==> src/sv/acba_pkg.sv <==
`default_nettype none

package acba_pkg;

    localparam int unsigned WordW     = 32;
    localparam int unsigned CfgIdxW   = 3;
    localparam int unsigned InDataW   = 104;
    localparam int unsigned OutDataW  = 136;

    localparam logic [WordW-1:0] PageMask    = 32'd4095;
    localparam logic [WordW-1:0] ChunkReset  = 32'd16384;
    localparam logic [WordW-1:0] TrimCeiling = 32'hFFFF_FFFC;
    localparam logic [WordW-1:0] WordMax     = 32'hFFFF_FFFF;

    localparam logic [WordW-1:0] ArenaLimitReset  = 32'd33554432;
    localparam logic [WordW-1:0] MinCommitReset   = 32'd262144;
    localparam logic [WordW-1:0] GrowTicksReset   = 32'd100;
    localparam logic [WordW-1:0] ShrinkTicksReset = 32'd1000;
    localparam logic [WordW-1:0] ChunkMaxReset    = 32'd262144;
    localparam logic [WordW-1:0] ChunkMinReset    = 32'd8192;

    typedef enum logic [1:0] {
        OP_ALLOC = 2'd0,
        OP_TRIM  = 2'd1,
        OP_FLUSH = 2'd2,
        OP_NOP   = 2'd3
    } acba_op_t;

    typedef enum logic [CfgIdxW-1:0] {
        CFG_ARENA_LIMIT  = 3'd0,
        CFG_MIN_COMMIT   = 3'd1,
        CFG_SHRINK_FLUSH = 3'd2,
        CFG_GROW_TICKS   = 3'd3,
        CFG_SHRINK_TICKS = 3'd4,
        CFG_CHUNK_CEIL   = 3'd5,
        CFG_CHUNK_FLOOR  = 3'd6
    } acba_cfg_idx_t;

    typedef struct packed {
        logic [WordW-1:0] arena_limit;
        logic [WordW-1:0] min_commit_bytes;
        logic             shrink_on_flush;
        logic [WordW-1:0] grow_tick_limit;
        logic [WordW-1:0] shrink_tick_limit;
        logic [WordW-1:0] chunk_ceiling;
        logic [WordW-1:0] chunk_floor;
    } acba_cfg_t;

    typedef struct packed {
        logic [WordW-1:0] next_free;
        logic [WordW-1:0] commit_level;
        logic [WordW-1:0] chunk_size;
        logic [WordW-1:0] last_commit_tick;
    } acba_state_t;

    typedef struct packed {
        logic [1:0]       opcode;
        logic [WordW-1:0] request_bytes;
        logic [WordW-1:0] tick_now;
        logic             commit_granted;
        logic [WordW-1:0] free_from;
    } acba_req_t;

    typedef struct packed {
        logic             granted;
        logic [WordW-1:0] block_offset;
        logic [WordW-1:0] commit_grow_bytes;
        logic             did_flush;
        logic [WordW-1:0] commit_level_out;
        logic [WordW-1:0] next_free_out;
    } acba_res_t;

endpackage

`default_nettype wire

==> src/sv/acba_step.sv <==
`default_nettype none

module acba_step import acba_pkg::*; (
    input  acba_cfg_t   cfg,
    input  acba_state_t state,
    input  acba_req_t   req,
    output acba_state_t state_next,
    output acba_res_t   res
);

    logic [WordW:0]   end_sum;
    logic             room_fail;
    logic             need_commit;
    logic [WordW-1:0] gap;
    logic [WordW-1:0] chunk_new;
    logic [WordW:0]   region_a;
    logic [WordW+1:0] span;
    logic [WordW+1:0] region_b;
    logic [WordW+1:0] region_pg;
    logic [WordW+2:0] commit_sum;
    logic [WordW-1:0] commit_new;
    logic             alloc_ok;
    logic [WordW:0]   trim_sum;
    logic [WordW-1:0] trim_val;
    acba_state_t      flushed;

    always_comb begin
        end_sum     = {1'b0, state.next_free} + {1'b0, req.request_bytes};
        room_fail   = end_sum[WordW] || (end_sum >= {1'b0, cfg.arena_limit});
        need_commit = end_sum[WordW-1:0] > state.commit_level;
        gap         = req.tick_now - state.last_commit_tick;

        // adapt the chunk to how busy commits have been
        chunk_new = state.chunk_size;
        if (gap < cfg.grow_tick_limit) begin
            if (state.chunk_size < cfg.chunk_ceiling) begin
                chunk_new = state.chunk_size[WordW-1] ? WordMax
                                                      : {state.chunk_size[WordW-2:0], 1'b0};
            end
        end else if (gap > cfg.shrink_tick_limit) begin
            if (state.chunk_size > cfg.chunk_floor) begin
                chunk_new = {1'b0, state.chunk_size[WordW-1:1]};
            end
        end

        region_a = {1'b0, chunk_new};
        if ({1'b0, chunk_new} < {1'b0, req.request_bytes}) begin
            region_a = {req.request_bytes, 1'b0};
        end
        span = {1'b0, region_a} + {2'b00, state.commit_level};
        region_b = {1'b0, region_a};
        if (span >= {2'b00, cfg.arena_limit}) begin
            region_b = (state.commit_level < cfg.arena_limit)
                     ? {2'b00, cfg.arena_limit - state.commit_level} : '0;
        end
        region_pg = (region_b + {2'b00, PageMask}) & ~{2'b00, PageMask};

        // saturate the commit level at the top of the word
        commit_sum = {1'b0, region_pg} + {3'b000, state.commit_level};
        commit_new = (commit_sum > {3'b000, WordMax}) ? WordMax : commit_sum[WordW-1:0];

        trim_sum = {1'b0, req.free_from} + {{WordW{1'b0}}, 1'b1} + {{WordW{1'b0}}, 1'b1}
                 + {{WordW{1'b0}}, 1'b1};
        trim_val = (req.free_from > TrimCeiling) ? TrimCeiling
                                                 : {trim_sum[WordW-1:2], 2'b00};

        // flush image of the current state
        flushed           = state;
        flushed.next_free = '0;
        if (cfg.shrink_on_flush && (state.commit_level > cfg.min_commit_bytes)) begin
            flushed.commit_level     = cfg.min_commit_bytes;
            flushed.last_commit_tick = req.tick_now;
        end

        alloc_ok   = !room_fail && (!need_commit || req.commit_granted);
        state_next = state;
        res        = '0;

        case (req.opcode)
            OP_ALLOC: begin
                if (alloc_ok) begin
                    state_next.next_free = end_sum[WordW-1:0];
                    if (need_commit) begin
                        state_next.chunk_size       = chunk_new;
                        state_next.commit_level     = commit_new;
                        state_next.last_commit_tick = req.tick_now;
                        res.commit_grow_bytes       = commit_new - state.commit_level;
                    end
                    res.granted      = 1'b1;
                    res.block_offset = state.next_free;
                end else begin
                    // a refused commit still keeps the adapted chunk
                    state_next = flushed;
                    if (!room_fail) begin
                        state_next.chunk_size = chunk_new;
                    end
                    res.did_flush = 1'b1;
                end
            end
            OP_TRIM: begin
                state_next.next_free = trim_val;
                res.granted          = 1'b1;
            end
            OP_FLUSH: begin
                state_next    = flushed;
                res.granted   = 1'b1;
                res.did_flush = 1'b1;
            end
            default: begin
            end
        endcase

        res.commit_level_out = state_next.commit_level;
        res.next_free_out    = state_next.next_free;
    end

endmodule

`default_nettype wire

==> src/sv/adaptive_commit_bump_allocator_core.sv <==
`default_nettype none

// Bump-pointer arena allocator with adaptive commit growth. Requests enter on
// the s_ stream (opcode in s_tuser: allocate, trim tail, full flush) and each
// yields exactly one result on the m_ stream. A request passes from acceptance
// through the input register and then the allocation logic into the result
// register, and a new request is taken every clock while results are drained.
// The throughput is set by the update of the pointer, commit level, chunk size
// and last-commit tick, which each request reads and writes. Results give
// offsets relative to the arena start. The configuration registers are written
// through the cfg_ channel, always ready, and should only be changed while no
// request is in flight.
module adaptive_commit_bump_allocator_core import acba_pkg::*; (
    input  wire logic                aclk,
    input  wire logic                aresetn,
    input  wire logic                s_tvalid,
    output logic                     s_tready,
    // request_bytes[31:0], tick_now[63:32], commit_granted[64], free_from[96:65]
    input  wire logic [InDataW-1:0]  s_tdata,
    // opcode[1:0]
    input  wire logic [1:0]          s_tuser,
    output logic                     m_tvalid,
    input  wire logic                m_tready,
    // granted[0], block_offset[32:1], commit_grow_bytes[64:33], did_flush[65],
    // commit_level_out[97:66], next_free_out[129:98]
    output logic [OutDataW-1:0]      m_tdata,
    input  wire logic                cfg_valid,
    output logic                     cfg_ready,
    input  wire logic [CfgIdxW-1:0]  cfg_index,
    input  wire logic [WordW-1:0]    cfg_data
);

    acba_cfg_t   cfg_reg;
    acba_state_t state_reg;
    acba_state_t state_next;
    acba_req_t   in_reg;
    logic        in_valid_reg;
    acba_res_t   res_reg;
    acba_res_t   res_next;
    logic        out_valid_reg;
    logic        advance;

    assign cfg_ready = 1'b1;
    assign advance   = in_valid_reg && (!out_valid_reg || m_tready);
    assign s_tready  = !in_valid_reg || advance;
    assign m_tvalid  = out_valid_reg;
    assign m_tdata   = {{(OutDataW - $bits(acba_res_t)){1'b0}},
                        res_reg.next_free_out, res_reg.commit_level_out, res_reg.did_flush,
                        res_reg.commit_grow_bytes, res_reg.block_offset, res_reg.granted};

    acba_step u_step (
        .cfg        (cfg_reg),
        .state      (state_reg),
        .req        (in_reg),
        .state_next (state_next),
        .res        (res_next)
    );

    always_ff @(posedge aclk) begin
        if (!aresetn) begin
            cfg_reg.arena_limit        <= ArenaLimitReset;
            cfg_reg.min_commit_bytes   <= MinCommitReset;
            cfg_reg.shrink_on_flush    <= 1'b1;
            cfg_reg.grow_tick_limit    <= GrowTicksReset;
            cfg_reg.shrink_tick_limit  <= ShrinkTicksReset;
            cfg_reg.chunk_ceiling      <= ChunkMaxReset;
            cfg_reg.chunk_floor        <= ChunkMinReset;
        end else if (cfg_valid) begin
            case (cfg_index)
                CFG_ARENA_LIMIT:  cfg_reg.arena_limit       <= cfg_data;
                CFG_MIN_COMMIT:   cfg_reg.min_commit_bytes  <= cfg_data;
                CFG_SHRINK_FLUSH: cfg_reg.shrink_on_flush   <= cfg_data[0];
                CFG_GROW_TICKS:   cfg_reg.grow_tick_limit   <= cfg_data;
                CFG_SHRINK_TICKS: cfg_reg.shrink_tick_limit <= cfg_data;
                CFG_CHUNK_CEIL:   cfg_reg.chunk_ceiling     <= cfg_data;
                CFG_CHUNK_FLOOR:  cfg_reg.chunk_floor       <= cfg_data;
                default: begin
                end
            endcase
        end
    end

    always_ff @(posedge aclk) begin
        if (!aresetn) begin
            state_reg.next_free        <= '0;
            state_reg.commit_level     <= '0;
            state_reg.chunk_size       <= ChunkReset;
            state_reg.last_commit_tick <= '0;
            in_valid_reg               <= 1'b0;
            out_valid_reg              <= 1'b0;
        end else begin
            if (s_tvalid && s_tready) begin
                in_valid_reg <= 1'b1;
            end else if (advance) begin
                in_valid_reg <= 1'b0;
            end
            if (advance) begin
                state_reg     <= state_next;
                out_valid_reg <= 1'b1;
            end else if (m_tready) begin
                out_valid_reg <= 1'b0;
            end
        end
    end

    // payload registers, no reset
    always_ff @(posedge aclk) begin
        if (s_tvalid && s_tready) begin
            in_reg.opcode         <= s_tuser;
            in_reg.request_bytes  <= s_tdata[31:0];
            in_reg.tick_now       <= s_tdata[63:32];
            in_reg.commit_granted <= s_tdata[64];
            in_reg.free_from      <= s_tdata[96:65];
        end
        if (advance) begin
            res_reg <= res_next;
        end
    end

    a_flush_clears: assert property (@(posedge aclk) disable iff (!aresetn)
        out_valid_reg && res_reg.did_flush |-> res_reg.next_free_out == '0)
        else $error("flush result with non-zero pointer");

    a_grow_needs_grant: assert property (@(posedge aclk) disable iff (!aresetn)
        out_valid_reg && (res_reg.commit_grow_bytes != '0) |-> res_reg.granted)
        else $error("commit growth reported on a failed request");

    a_level_echo: assert property (@(posedge aclk) disable iff (!aresetn)
        advance |=> res_reg.commit_level_out == state_reg.commit_level
                    && res_reg.next_free_out == state_reg.next_free)
        else $error("result state echo differs from held state");

    a_hold_stalled: assert property (@(posedge aclk) disable iff (!aresetn)
        in_valid_reg && !advance |=> in_valid_reg && $stable(state_reg))
        else $error("stalled request lost or state moved");

endmodule

`default_nettype wire
==> config.mk <==
export PLATFORM = sky130hd
export DESIGN_NAME = adaptive_commit_bump_allocator_core
export DESIGN_NICKNAME = d
export VERILOG_FILES = /design/src/sv/acba_pkg.sv /design/src/sv/acba_step.sv /design/src/sv/adaptive_commit_bump_allocator_core.sv
export SDC_FILE = /design/constraint.sdc
export NUM_CORES = 2
export LEC_CHECK = 0
export BUFFER_PORTS_ARGS = -buffer_cell sky130_fd_sc_hd__buf_2
export CAP_MARGIN = 20
export CORE_MARGIN = 1
export CORE_UTILIZATION = 56
export CTS_CLUSTER_DIAMETER = 80
export DETAILED_ROUTE_END_ITERATION = 6
export PLACE_DENSITY = 0.9
export SLEW_MARGIN = 20
export SYNTH_ARGS = -nofsm -noshare
export SYNTH_HDL_FRONTEND = slang
export SYNTH_SLANG_ARGS = --single-unit
==> constraint.sdc <==
create_clock -name aclk -period 21.3 [get_ports aclk]
set_input_delay 2.13 -clock aclk [delete_from_list [all_inputs] [get_ports aclk]]
set_output_delay 2.13 -clock aclk [all_outputs]
set_load 0.01 [all_outputs]
==> out/results.ini <==
[timing]
finalHoldViolCount = 0
setup_total_negative_slack_ps = 0
final_max_slew_viol_count = 0
maxSlewHeadroom = 0.109
final-setup-viol-count = 0
worstMarginPinSlew_ps = 1320
hold_ws_ps = 455
clock-skew-final_ps = 33.5
maxClockFrequency_ghz = 0.0484
post-route-min-period_ps = 20660
post-route-period-util = 0.970

[detailed_routing]
avgRoutedWirePerCell_um = 22.2
drc = 10
drt_iter0_drc = 4110
final_wirelength_mm = 129
routed_via_density = 6.35
first_pass_iters = 7
ant_nets = 0
vias = 37000

[hold_path]
min-delay-start = cfg_reg[112]
holdCritPathClass = reg2reg
whs_path_depth = 2
timing.hold.worst_endpoint = cfg_reg[112]

[place]
dp.final_hpwl_mm = 94.4
port-buffer-count = 270
final_estimated_routing_congestion_in_global_placement = 1.03
placed_cells_incl_taps = 5689

[synthesis]
synthesis.yosys.warnings = 0
synth_cell_types = 90
top_cell_type_s_share_of_synthesized_area = 0.182
synth_top_cells_by_area = sky130_fd_sc_hd__edfxtp_1 18%, sky130_fd_sc_hd__dfxtp_1 17%, sky130_fd_sc_hd__ha_1 15%, sky130_fd_sc_hd__a21oi_1 6.6%, sky130_fd_sc_hd__nand2_1 6.3%
synth_largest_area_cell = sky130_fd_sc_hd__edfxtp_1
synth_edf_count = 229
synth_async_reset_ratio = 0
postSynthRegisterBits = 552
syn-mean-instance-area_um2 = 8.53
syn_inst = 4433
synth_top_cells_by_count = 633 x sky130_fd_sc_hd__nand2_1, 495 x sky130_fd_sc_hd__a21oi_1, 460 x sky130_fd_sc_hd__ha_1
synth_sequential_area_ratio = 0.353
dominantRegCellSynth = sky130_fd_sc_hd__dfxtp_1
synth.cell_area_um2 = 37800
most_numerous_cell_in_the_yosys_netlist = sky130_fd_sc_hd__nand2_1

[status]
failed_checks = DRC
status = complete, but fails checks

[global_route]
grt_overflow = 0
grt_start_max_net_pins = 160
grt_usage = 0.364
grt_pass1_vias = 35300
antenna_found_initial = 17
grt_first_pass_wirelength_mm = 193

[floorplan]
floorplan.rows = 94
die_width_um = 262
die_height_um = 262
io_pins = 285
die_area_um2 = 68600
start_util = 0.570
core_area_um2 = 66300

[clocking]
h-tree-depth = 3
clock_buffers_created_by_tritoncts = 66
clk_root_buffer_cell = sky130_fd_sc_hd__clkbuf_16
path_clk_slew_ps = 60
clock_tree.buffer_depth = 3
clock_sinks = 552
worstSkewPairLatency_ps = 640
tritoncts = yes

[final_layout]
fill_cells = 5204
largest_register_ffs = 193
layout.nets = 5511
final_cells = 5833
post_route_cells_drive_above_1_share = 0.166
finish.utilization = 0.673
area_growth_syn_to_layout_pct = 18.0

[critical_path]
regToRegStartpoint = in_reg[33]
crit_path_start_kind = flop
r2r.worst_path.cells = 110
worst-path-buf-inv = 10
timing.rr.end = m_tdata[64]
worstPathMaxFanout = 27
critical_path.endpoint_type = flop
slowest_stage_cell_on_the_critical_path = sky130_fd_sc_hd__a311oi_1
critPathArrivalTime_ps = 21020
worst_path_dominant_cell_family = compound AO/OA/AOI/OAI gates
setup.reg_to_reg.worst_slack_ps = 640
timing.critical_path.mode_cell = sky130_fd_sc_hd__a21o_1
cp_slowest_stage_delay_ps = 670
cp_data_required_time_ps = 21660
path_class = reg2reg

[power]
vdd_ir_drop_max_v = 0.0000646
leakage_uw = 0.0188
p_per_area_nw_per_um2 = 93.7

[flow_run]
max-cap-violations = 0

routing by layer:
layer	vias up	share of wire	global-route usage
li1	16900	-	-
met1	17200	0.36	0.431
met2	2248	0.46	0.583
met3	625	0.10	0.0828
met4	2	0.080	0.260
met5	-	0.000085	0
worst reg2reg max path: cells and delay by family, from the launching register on:
| kind | cells | cell delay, ps |
|---|---|---|
| flops | 1 | 360 |
| xor+xnor | 5 | 940 |
| fa+ha+maj | 8 | 2120 |
| buf+inv | 10 | 1380 |
| compound gates | 65 | 12300 |
| simple gates | 22 | 3310 |
how the worst max path moves through the flow:
stage	startpoint	endpoint	slack, ps	cells past startpoint
final	in_reg[33]	m_tdata[64]	640	110
after global placement	in_reg[33]	m_tdata[64]	7	101
after floorplan	in_reg[33]	m_tdata[64]	340	110
after CTS	in_reg[33]	m_tdata[64]	60	112
after detailed placement	in_reg[33]	m_tdata[64]	-280	100
after global routing	in_reg[33]	m_tdata[64]	-380	112
layout by cell type, fill, tap and decap left out, drive strengths merged, types with 24 or more instances in the layout:
master | synthesis | layout
or3 | 24 | 24
dfxtp | 323 | 323
a31oi | 35 | 35
xnor2 | 116 | 116
nor2 | 227 | 227
nand3 | 102 | 102
a211oi | 50 | 50
ha | 460 | 460
a21oi | 496 | 496
xor2 | 46 | 46
nand2b | 40 | 40
nand2 | 633 | 633
clkbuf | 164 | 89
a22o | 37 | 37
a21o | 149 | 149
a221oi | 60 | 60
nand4 | 68 | 68
nor2b | 42 | 42
nor4 | 27 | 27
o21a | 50 | 50
a21boi | 29 | 29
buf | 27 | 584
o21ai | 170 | 170
inv | 392 | 397
nor3 | 86 | 86
o211ai | 32 | 32
edfxtp | 229 | 229
area by class of cell:
type | instances | area [µm²] | area share
Antenna cell | 16 | 40.0 | 0.000897
Clock buffer | 89 | 1860 | 0.0416
Clock inverter | 32 | 493 | 0.0110
Inverter | 392 | 1480 | 0.0332
Multi-Input combinational cell | 3304 | 22600 | 0.506
Sequential cell | 552 | 13300 | 0.299
Tap cell | 864 | 1080 | 0.0242
Timing Repair Buffer | 584 | 3740 | 0.0837
repair_timing:
action                     4_1_cts  5_1_grt
gates cloned                     0        0
hold buffers                     0        0
pin swaps                        0       22
resized for setup                5       64
setup endpoints to repair        3       11
setup buffers                    0        7
hold endpoints to repair         0        0
power breakdown:
part / switching, µW / internal (µW) / leakage, µW / total, µW
registers: 33.6 / 1150 / 0.00482 / 1180
logic: 996 / 772 / 0.0128 / 1770
clock network: 496 / 734 / 0.00113 / 1230
total: 1530 / 2660 / 0.0188 / 4180
metrics by stage:
| step | worst slack [ps] | area, µm² | total power, µW |
|---|---|---|---|
| 6_report | 639 | 44600 | 4180 |
| 4_1_cts | 58.4 | 44300 | 4090 |
| 5_1_grt | -381 | 44600 | 4360 |
| 3_5_place_dp | -284 | 41900 | 2850 |
| 2_1_floorplan | 336 | 37800 | 2220 |
| 3_3_place_gp | 7.47 | 41900 | 2810 |
logic make-up (layout without fill, tap and decap cells):
kind of cell | after synthesis | in the layout | synth area share
and+or+nand+nor | 1346 | 1346 | 0.164
buffers and inverters | 583 | 1097 | 0.0595
muxes | 27 | 27 | 0.00758
xor gates and xnor gates | 162 | 162 | 0.0375
other | 2 | 24 | 0.000199
AOI/OAI and AO/OA | 1296 | 1296 | 0.224
DFF | 552 | 552 | 0.353
adders and majority gates | 465 | 465 | 0.155
No activity file was read; power rests on OpenSTA's default activity.
